## config.mk

```make
export PLATFORM = sky130hd
export DESIGN_NAME = multi_button_debounce_press_events
export DESIGN_NICKNAME = d
export VERILOG_FILES = /design/src/design/mbd_pkg.sv /design/src/design/mbd_emit.sv /design/src/design/multi_button_debounce_press_events.sv
export SDC_FILE = /design/constraint.sdc
export NUM_CORES = 1
export LEC_CHECK = 0
export BUFFER_PORTS_ARGS = -buffer_cell sky130_fd_sc_hd__buf_4
export CAP_MARGIN = 20
export CORE_ASPECT_RATIO = 0.75
export CORE_UTILIZATION = 45
export DETAILED_ROUTE_END_ITERATION = 8
export MAX_ROUTING_LAYER = met4
export PLACE_DENSITY_LB_ADDON = 0.12
export SYNTH_ARGS = -nofsm -noshare
export SYNTH_HDL_FRONTEND = slang
export SYNTH_SLANG_ARGS = --single-unit
```

## constraint.sdc

```tcl
create_clock -name clk -period 11.47 [get_ports clk]
set_input_delay 1.147 -clock clk [delete_from_list [all_inputs] [get_ports clk]]
set_output_delay 1.147 -clock clk [all_outputs]
set_load 0.005 [all_outputs]
```

## src/design/mbd_pkg.sv

```systemverilog
// Package for the press-event debouncer: sizes, register indexes, level codes
// and small bit-vector helpers. No dependencies.
`default_nettype none

package mbd_pkg;

  localparam int NUM_BUTTONS = 6;
  localparam int LEVEL_W     = 6;
  localparam int TIME_W      = 32;
  localparam int SEQ_W       = 32;
  localparam int DEB_W       = 16;
  localparam int BTN_IDX_W   = 3;
  localparam int CFG_IDX_W   = 2;
  localparam int CFG_DATA_W  = 16;
  localparam int CNT_W       = $clog2(NUM_BUTTONS + 1);

  // Configuration register indexes
  localparam logic [CFG_IDX_W-1:0] REG_DEBOUNCE = 2'd0;
  localparam logic [CFG_IDX_W-1:0] REG_INVERT   = 2'd1;

  // Register reset values
  localparam logic [DEB_W-1:0]   DEBOUNCE_RST = 16'd50;
  localparam logic [LEVEL_W-1:0] INVERT_RST   = 6'd32;

  // Pin level codes
  localparam logic LVL_HIGH = 1'b1;
  localparam logic LVL_LOW  = 1'b0;

  typedef logic [NUM_BUTTONS-1:0] btn_vec_t;

  // Load request from the update stage to the result serializer
  typedef struct packed {
    logic             valid;
    btn_vec_t         mask;
    logic [SEQ_W-1:0] first_seq;
  } emit_load_t;

  // Apply the invert mask; buttons past the pin width read low
  function automatic btn_vec_t make_readings(input logic [LEVEL_W-1:0] levels,
                                             input logic [LEVEL_W-1:0] inv);
    logic [NUM_BUTTONS+LEVEL_W-1:0] ext;
    ext = {{NUM_BUTTONS{1'b0}}, levels ^ inv};
    return ext[NUM_BUTTONS-1:0];
  endfunction

  // Number of set bits
  function automatic logic [CNT_W-1:0] popcount(input btn_vec_t v);
    logic [CNT_W-1:0] n;
    n = '0;
    for (int i = 0; i < NUM_BUTTONS; i++) begin
      n = n + CNT_W'(v[i]);
    end
    return n;
  endfunction

  // Index of the lowest set bit (zero when none)
  function automatic logic [BTN_IDX_W-1:0] lowest_index(input btn_vec_t v);
    logic [BTN_IDX_W-1:0] idx;
    idx = '0;
    for (int i = NUM_BUTTONS - 1; i >= 0; i--) begin
      if (v[i]) begin
        idx = BTN_IDX_W'(i);
      end
    end
    return idx;
  endfunction

endpackage

`default_nettype wire

```

## src/design/mbd_emit.sv

```systemverilog
// Result serializer: holds one poll's press mask and emits one press per
// transfer in ascending button order. Depends on mbd_pkg.
`default_nettype none

module mbd_emit (
  input  logic                           clk,
  input  logic                           rst_n,
  input  mbd_pkg::emit_load_t            load,
  output logic                           load_ok,
  output logic                           out_valid,
  input  logic                           out_ready,
  output logic [mbd_pkg::BTN_IDX_W-1:0]  out_button_index,
  output logic [mbd_pkg::SEQ_W-1:0]      out_sequence_res,
  output logic                           out_last_of_run
);
  import mbd_pkg::*;

  btn_vec_t         pend_r, pend_nxt;
  logic [SEQ_W-1:0] seq_r, seq_nxt;
  logic             multi;
  logic             pop;

  // More than one press still queued
  assign multi     = |(pend_r & (pend_r - btn_vec_t'(1)));
  assign out_valid = |pend_r;
  assign pop       = out_valid & out_ready;
  assign load_ok   = ~out_valid | (out_ready & ~multi);

  assign out_button_index = lowest_index(pend_r);
  assign out_sequence_res = seq_r;
  assign out_last_of_run  = ~multi;

  // Drop the lowest press on transfer; a new load replaces the drained mask
  always_comb begin
    pend_nxt = pend_r;
    seq_nxt  = seq_r;
    if (pop) begin
      pend_nxt = pend_r & (pend_r - btn_vec_t'(1));
      seq_nxt  = seq_r + SEQ_W'(1);
    end
    if (load.valid) begin
      pend_nxt = load.mask;
      seq_nxt  = load.first_seq;
    end
  end

  always_ff @(posedge clk) begin
    if (!rst_n) begin
      pend_r <= '0;
    end else begin
      pend_r <= pend_nxt;
    end
  end

  // Sequence payload, meaningful only while presses are queued
  always_ff @(posedge clk) begin
    seq_r <= seq_nxt;
  end

endmodule

`default_nettype wire

```

## src/design/multi_button_debounce_press_events.sv

```systemverilog
// A poll is registered on transfer; once the serializer can take a load, the update stage
// updates the debounce state and loads the presses into the serializer, which offers them.
// Throughput: one poll per cycle while no results are queued; a poll with k presses
// keeps the result serializer busy for k transfers (one press per transfer), up to six.
// Reset (synchronous, rst_n low): levels released, change times and sequence zero,
// debounce 50 ms, invert mask 6'b100000, no results pending.
`default_nettype none

module multi_button_debounce_press_events (
  input  logic                            clk,
  input  logic                            rst_n,
  // configuration write port
  input  logic                            cfg_we,
  input  logic [mbd_pkg::CFG_IDX_W-1:0]   cfg_index,
  input  logic [mbd_pkg::CFG_DATA_W-1:0]  cfg_wdata,
  // poll input
  input  logic                            in_valid,
  output logic                            in_ready,
  input  logic [mbd_pkg::LEVEL_W-1:0]     in_raw_levels,
  input  logic [mbd_pkg::TIME_W-1:0]      in_now_ms,
  // press results
  output logic                            out_valid,
  input  logic                            out_ready,
  output logic [mbd_pkg::BTN_IDX_W-1:0]   out_button_index,
  output logic [mbd_pkg::SEQ_W-1:0]       out_sequence_res,
  output logic                            out_last_of_run
);
  import mbd_pkg::*;

  // Configuration
  logic [DEB_W-1:0]   debounce_r;
  logic [LEVEL_W-1:0] invert_r;

  // Input register
  logic               s0_valid_r;
  logic [LEVEL_W-1:0] s0_levels_r;
  logic [TIME_W-1:0]  s0_now_r;

  // Debounce state
  btn_vec_t           prev_r, prev_nxt;
  btn_vec_t           stable_r, stable_nxt;
  logic [TIME_W-1:0]  ct_r   [NUM_BUTTONS];
  logic [TIME_W-1:0]  ct_nxt [NUM_BUTTONS];
  logic [SEQ_W-1:0]   seq_r, seq_nxt;

  logic [TIME_W-1:0]  elapsed [NUM_BUTTONS];
  btn_vec_t           readings;
  btn_vec_t           settle;
  btn_vec_t           press;
  logic               load_ok;
  logic               s1_take;
  emit_load_t         load;

  // Configuration writes; unknown indexes are ignored
  always_ff @(posedge clk) begin
    if (!rst_n) begin
      debounce_r <= DEBOUNCE_RST;
      invert_r   <= INVERT_RST;
    end else if (cfg_we) begin
      case (cfg_index)
        REG_DEBOUNCE: debounce_r <= cfg_wdata[DEB_W-1:0];
        REG_INVERT:   invert_r   <= cfg_wdata[LEVEL_W-1:0];
        default:      ;
      endcase
    end
  end

  // Poll register; it frees up as soon as the update stage takes it
  assign s1_take  = s0_valid_r & load_ok;
  assign in_ready = ~s0_valid_r | load_ok;

  always_ff @(posedge clk) begin
    if (!rst_n) begin
      s0_valid_r <= 1'b0;
    end else if (in_ready) begin
      s0_valid_r <= in_valid;
    end
  end

  always_ff @(posedge clk) begin
    if (in_valid && in_ready) begin
      s0_levels_r <= in_raw_levels;
      s0_now_r    <= in_now_ms;
    end
  end

  // Per-button debounce: each button works on its own bits
  assign readings = make_readings(s0_levels_r, invert_r);

  always_comb begin
    for (int i = 0; i < NUM_BUTTONS; i++) begin
      ct_nxt[i]     = (readings[i] != prev_r[i]) ? s0_now_r : ct_r[i];
      elapsed[i]    = s0_now_r - ct_nxt[i];
      settle[i]     = (elapsed[i] > TIME_W'(debounce_r)) && (readings[i] != stable_r[i]);
      stable_nxt[i] = settle[i] ? readings[i] : stable_r[i];
      press[i]      = settle[i] && (readings[i] == LVL_LOW);
    end
    prev_nxt = readings;
    seq_nxt  = seq_r + SEQ_W'(popcount(press));
  end

  // Hand the press mask to the serializer with its first sequence number
  always_comb begin
    load.valid     = s1_take;
    load.mask      = press;
    load.first_seq = seq_r + SEQ_W'(1);
  end

  always_ff @(posedge clk) begin
    if (!rst_n) begin
      prev_r   <= '1;
      stable_r <= '1;
      seq_r    <= '0;
      for (int i = 0; i < NUM_BUTTONS; i++) begin
        ct_r[i] <= '0;
      end
    end else if (s1_take) begin
      prev_r   <= prev_nxt;
      stable_r <= stable_nxt;
      seq_r    <= seq_nxt;
      for (int i = 0; i < NUM_BUTTONS; i++) begin
        ct_r[i] <= ct_nxt[i];
      end
    end
  end

  mbd_emit u_emit (
    .clk              (clk),
    .rst_n            (rst_n),
    .load             (load),
    .load_ok          (load_ok),
    .out_valid        (out_valid),
    .out_ready        (out_ready),
    .out_button_index (out_button_index),
    .out_sequence_res (out_sequence_res),
    .out_last_of_run  (out_last_of_run)
  );

endmodule

`default_nettype wire

```

* Word level (Yosys, flattened, before mapping) *
Memory sizes are Yosys's and may differ from the RTL's.
Cells that the tools add are included.

storage, ports and cells
  output and inout port bits = 38
  flip-flop bits (word level) = 143
  bits in writable memories = 192
  memories = 1
  logic and storage cells = 123

memories
  name  depth  width  read ports  clocked after memory_dff  wr ports  RTL line                                  source
  ct_r  6      32     6           0                         6         multi_button_debounce_press_events.sv:42  logic [TIME_W-1:0] ct_r [NUM_BUTTONS];

cells by class
  eq/ne operators = 13
  magnitude comparators = 6
  reductions and logical operators = 25
  bitwise logic cells = 22
  add/subtract/negate cells = 15
  muxes and demuxes = 26

operators with widths
  cell                     count
  $mux W32                 14
  $gt A32 B16 Y1           6
  $sub A32 B32 Y32         6
  $add A32 B1 Y32 const B  2
  $add A32 B3 Y32          1
  $mux W3                  6
  $reduce_and A2 Y1        8
  $logic_and A1 B1 Y1      13
  $mux W6                  2
  $ne A1 B1 Y1             12
  $reduce_or A6 Y1         2
  $add A3 B1 Y3            3
  $not A1 Y1               9
  $or A1 B1 Y1             8
  $and A6 B6 Y6            1
  $sub A6 B1 Y6 const B    1
  $xor A6 B6 Y6            1
  $mux W1                  4
  $add A2 B1 Y3            1
  $and A1 B1 Y1            3
  $add A1 B1 Y2            1
  $eq A2 B1 Y1 const B     1
  $logic_not A2 Y1         1
  $reduce_bool A2 Y1       1

* Logic depth before layout (Yosys ltp) *
  depth in word-level cells = 13
  mapped depth = 40
  mapped depth without buffers = 38

* By module *
A second synthesis with hierarchy kept.

second synthesis, totals
  cell total of the unflattened synthesis = 3,255
  area, all modules = 28,897.7 µm²

modules (own cells, without submodules)
  module                              instances  seq. area each (µm²)  cells each  area each (µm²)
  multi_button_debounce_press_events  1          8,247.9               2,999       26,565.5
  mbd_emit                            1          1,081.0               256         2,332.2

* Least setup slack after synthesis *
No wires, ideal clock.

  path type = reg2reg
  start point = register invert_r[0]
  end point = register seq_r[24]
  buffers on the path = 3
  cell stages (with the launch flop) = 37
  arrival time = 8,476 ps
  slack = 2,867 ps
  library setup time = 128 ps
  required time = 11,342 ps
  period minus slack after synthesis = 8,603 ps
  cells stage by stage = dfxtp_1 xnor3_1 buf_2 buf_1 clkbuf_1 o21ai_0 ha_1 nand3b_1 a31oi_1 a21oi_1 nor3_1 o22a_1 o21ai_0 xor2_1 ha_1 nand4_1 a2111oi_0 a221oi_1 a21oi_1 or4_1 nor4_1 o2111ai_1 nor4_2 nand2_1 and3_1 fa_1 fa_1 fa_1 fa_1 a21oi_1 nor4b_1 and3_1 nand2_1 nor2_1 nand3_1 xor2_1 nor2_1

on the way
  longest elaborated chain between the ends = 13
  elaborated cells on any way between the ends = 15

ends and longest elaborated chain
  item                          RTL line                                   source
  start, declared               multi_button_debounce_press_events.sv:32   logic [LEVEL_W-1:0] invert_r;
  start signal, assigned        multi_button_debounce_press_events.sv:62   REG_INVERT: invert_r <= cfg_wdata[LEVEL_W-1:0];
  $xor A6 B6 Y6 *               mbd_pkg.sv:42                              ext = {{NUM_BUTTONS{1'b0}}, levels ^ inv};
  $ne A1 B1 Y1                  multi_button_debounce_press_events.sv:92   ct_nxt[i] = (readings[i] != prev_r[i]) ? s0_now_r : ct_r[i];
  $mux W32                      multi_button_debounce_press_events.sv:92
  $sub A32 B32 Y32              multi_button_debounce_press_events.sv:93   elapsed[i] = s0_now_r - ct_nxt[i];
  $gt A32 B16 Y1                multi_button_debounce_press_events.sv:94   settle[i] = (elapsed[i] > TIME_W'(debounce_r)) && (readings[i] != stable_r[i]);
  $logic_and A1 B1 Y1           multi_button_debounce_press_events.sv:94
  $logic_and A1 B1 Y1 *         multi_button_debounce_press_events.sv:96   press[i] = settle[i] && (readings[i] == LVL_LOW);
  $add A1 B1 Y2 *               mbd_pkg.sv:51                              n = n + CNT_W'(v[i]);
  $add A2 B1 Y3 *               mbd_pkg.sv:51
  $add A3 B1 Y3 * (3 in a row)  mbd_pkg.sv:51
  $add A32 B3 Y32 *             multi_button_debounce_press_events.sv:99   seq_nxt = seq_r + SEQ_W'(popcount(press));
  end signal, assigned          multi_button_debounce_press_events.sv:120  seq_r <= seq_nxt;
  end, declared                 multi_button_debounce_press_events.sv:44   logic [SEQ_W-1:0] seq_r, seq_nxt;

Mark *: on every way between the ends. The rest lies on a longest branch, timed or not.
A chain may end at the register's enable or synchronous reset.

* Final worst setup path *
  start point = register s0_levels_r[1]
  end point = register seq_r[26]

on the way
  longest elaborated chain between the ends = 13
  elaborated cells on any way between the ends = 15

ends and longest elaborated chain
  item                          RTL line                                  source
  start, declared               multi_button_debounce_press_events.sv:36  logic [LEVEL_W-1:0] s0_levels_r;
  start signal, assigned        multi_button_debounce_press_events.sv:82  s0_levels_r <= in_raw_levels;
  $xor A6 B6 Y6 *               mbd_pkg.sv:42
  $ne A1 B1 Y1                  multi_button_debounce_press_events.sv:92
  $mux W32                      multi_button_debounce_press_events.sv:92
  $sub A32 B32 Y32              multi_button_debounce_press_events.sv:93
  $gt A32 B16 Y1                multi_button_debounce_press_events.sv:94
  $logic_and A1 B1 Y1           multi_button_debounce_press_events.sv:94
  $logic_and A1 B1 Y1 *         multi_button_debounce_press_events.sv:96
  $add A1 B1 Y2 *               mbd_pkg.sv:51
  $add A2 B1 Y3 *               mbd_pkg.sv:51
  $add A3 B1 Y3 * (3 in a row)  mbd_pkg.sv:51
  $add A32 B3 Y32 *             multi_button_debounce_press_events.sv:99

Marks and branches as above.

==> flow_metrics.tcl <==
set metrics [dict create \
    status "finished clean" \
    grt_pass1_wl_mm 146 \
    grt.total_usage 0.305 \
    pin_count 99 \
    reg2reg_slack_ps 1150 \
    critPathMaxFanout 22 \
    instances_no_fill 4203 \
    via_count 25800 \
    hp-start "debounce_r[6]" \
    cts_root_buf "clkbuf_16" \
    slew_headroom 0.285 \
    fill_cells 5963 \
    grt_start_max_net_pins 72 \
    drv_cap 0 \
    cp_top_family "compound AO/OA/AOI/OAI gates" \
    cts_buffers 41 \
    timing_hold_violations_final 0 \
    die_area_sq_um 64800 \
    cp-start-kind "flip-flop" \
    cts_tree "done" \
    antenna_left 0 \
    period_needed_ps 10320 \
    avgRoutedWirePerCell_um 23.3 \
    worstMarginPinSlew_ps 1070 \
    rows 79 \
    hold_path_end "debounce_r[6]" \
    max_stage_delay_ps 750 \
    r2r_end "seq_r[26]" \
    cts.hold.buffers_added 0 \
    grt_pass1_vias 23700 \
    cts_sinks 335 \
    dr.pass1.iters 6 \
    final.setup.tns_ps 0 \
    antenna_found_initial 1 \
    cts.repair.resized 0 \
    cp.required_ps 11930 \
    fin_crit_sh 0.899 \
    syn-cell-area_sq_um 28700 \
    worstReg2RegStart "s0_levels_r[1]" \
    yosysSeqAreaShare 0.325 \
    clock_path_buffers 3 \
    rsz0062_at_grt "false" \
    area_growth_pct 11.0 \
    place_hpwl_mm 72.5 \
    ir_drop_mv 0.125 \
    finalInstanceArea_sq_um 31800 \
    synth_edf_count 262 \
    start_util 0.459 \
    rr_worst_depth 37 \
    synth_top_flop_cell "edfxtp_1" \
    power_density_nw_per_um2 177 \
    utilization 0.510 \
    critPathBufInv 1 \
    vias_per_cell 6.13 \
    asyncSetResetFlopFracSynth 0 \
    arrival_ps 10770 \
    layout_commonest_cell "nor2_1" \
    slew_violations 0 \
    syn_area_per_cell_sq_um 8.82 \
    clkTransAtPathRegs_ps 60 \
    cts_setup_buffers 0 \
    hold_path_class "reg2reg" \
    dpl_cell_area_sq_um 30400 \
    clk_latency_ps 590 \
    crit_top_cell "o21ai_0" \
    fp.coreArea_sq_um 62500 \
    ys_types 106 \
    p_total_w 0.00562 \
    cp-end-kind "flip-flop" \
    die_y_um 221 \
    placedCellCount 4127 \
    critPathKind "reg2reg" \
    fin_skew_ps 20.4 \
    overflow 0 \
    final_nets 3664 \
    die_w_um 294 \
    cpMaxStageDelayCell "nor4b_4" \
    drive_gt1_frac 0.0808 \
    most-common-layout-cells "nor2_1, nand2_1, ha_1" \
    syn_inst 3251 \
    first_iter_violations 2180 \
    io_buffer_count 98 \
    ctsHtreeMaxLevel 2 \
    fmax_mhz 96.9 \
    holdPathStages 2 \
    final-setup-viol-count 0 \
    synth-seq-cells 335 \
    p_leak_nw 13.0 \
    globalplace.congestion 0.959 \
    drc 0 \
    wl_mm 97.9 \
    synth_nets 3595 \
    synth_warnings 0 \
]
==> Yosys cell counts, drive strengths merged, types with 10 or more instances <==
library cell / instances / area [sq um]
xor2: 107 / 945
o31ai: 20 / 164
nor2b: 40 / 250
nor4: 28 / 211
a21oi: 273 / 1370
dfxtp: 73 / 1460
or3: 19 / 124
o211ai: 44 / 330
inv: 93 / 349
a2111oi: 17 / 174
edfxtp: 262 / 7870
a211oi: 32 / 250
nand2: 317 / 1190
nor3: 53 / 265
and3: 46 / 288
o21bai: 27 / 203
nand2b: 28 / 175
nor2: 413 / 1550
a31oi: 31 / 194
a21o: 72 / 542
o21ai: 161 / 806
nand3: 76 / 380
o21a: 29 / 218
nor3b: 11 / 87.6
mux2i: 198 / 1990
a21boi: 10 / 75.1
xnor2: 100 / 883
nand4: 66 / 413
clkbuf: 107 / 453
nand3b: 10 / 75.1
ha: 274 / 3430
buf: 19 / 87.6
and2: 19 / 120
==> report_power, final <==
part           switching (W)  internal [W]  total, W
Clock               0.000564      0.000811   0.00138
Combinational        0.00165       0.00105   0.00270
Sequential         0.0000886       0.00146   0.00154
==> metal layers <==
metal  vias up  track usage  share of wire  routed length, um
met5         -            -              0                  0
met4         0       0.0691          0.021               2080
met3       122       0.0470          0.074               7210
met2       822        0.442           0.42              41300
met1     12600        0.443           0.48              47400
li1      12200            -              -                  -
==> cell type report <==
class,instances,area [sq um],area share
Antenna cell,1,2.50,0.0000786
Clock buffer,58,1180,0.0372
Clock inverter,17,200,0.00629
Inverter,94,353,0.0111
Multi-Input combinational cell,2696,18600,0.583
Sequential cell,335,9330,0.293
Tap cell,850,1060,0.0334
Timing Repair Buffer,152,1140,0.0358
==> worst min-delay path, cell delays in order, from the launching register on <==
cell and delay (ps):
dfxtp_1 310, nand2_1 50, a21oi_1 50
==> worst max path at each step <==
| stage | startpoint | endpoint | slack, ps | cells past startpoint |
|---|---|---|---|---|
| 6_report | s0_levels_r[1] | seq_r[26] | 1150 | 37 |
| 5_1_grt | s0_levels_r[1] | seq_r[28] | 500 | 37 |
| 4_1_cts | s0_levels_r[4] | seq_r[26] | 1310 | 34 |
| 3_5_place_dp | s0_levels_r[1] | seq_r[26] | 1360 | 37 |
| 3_3_place_gp | s0_levels_r[1] | seq_r[24] | 1620 | 37 |
| 2_1_floorplan | invert_r[0] | seq_r[24] | 2870 | 36 |
==> flip-flops by register name, summed over array words and instances, names as in the netlist <==
register / count
ct_r: 192
s0_now_r: 32
seq_r: 32
u_emit.out_sequence_res: 32
debounce_r: 16
invert_r: 6
prev_r: 6
s0_levels_r: 6
stable_r: 6
u_emit.pend_r: 6
s0_valid_r: 1
==> cells by family after synthesis <==
group / Yosys count / synth area share
simple gates: 1166 / 0.191
fa+ha+maj: 292 / 0.129
flops: 335 / 0.325
xor+xnor: 210 / 0.0662
buf+inv: 220 / 0.0311
compound gates: 827 / 0.187
mux: 201 / 0.0707
==> metrics by stage <==
stage | hold slack, ps | setup slack, ps
detailed placement | 449 | 1360
global placement | 446 | 1620
finish | 457 | 1150
CTS | 456 | 1310
global route | 474 | 496
floorplan | 436 | 2870
Note: power is estimated with default switching activity, not from simulation.
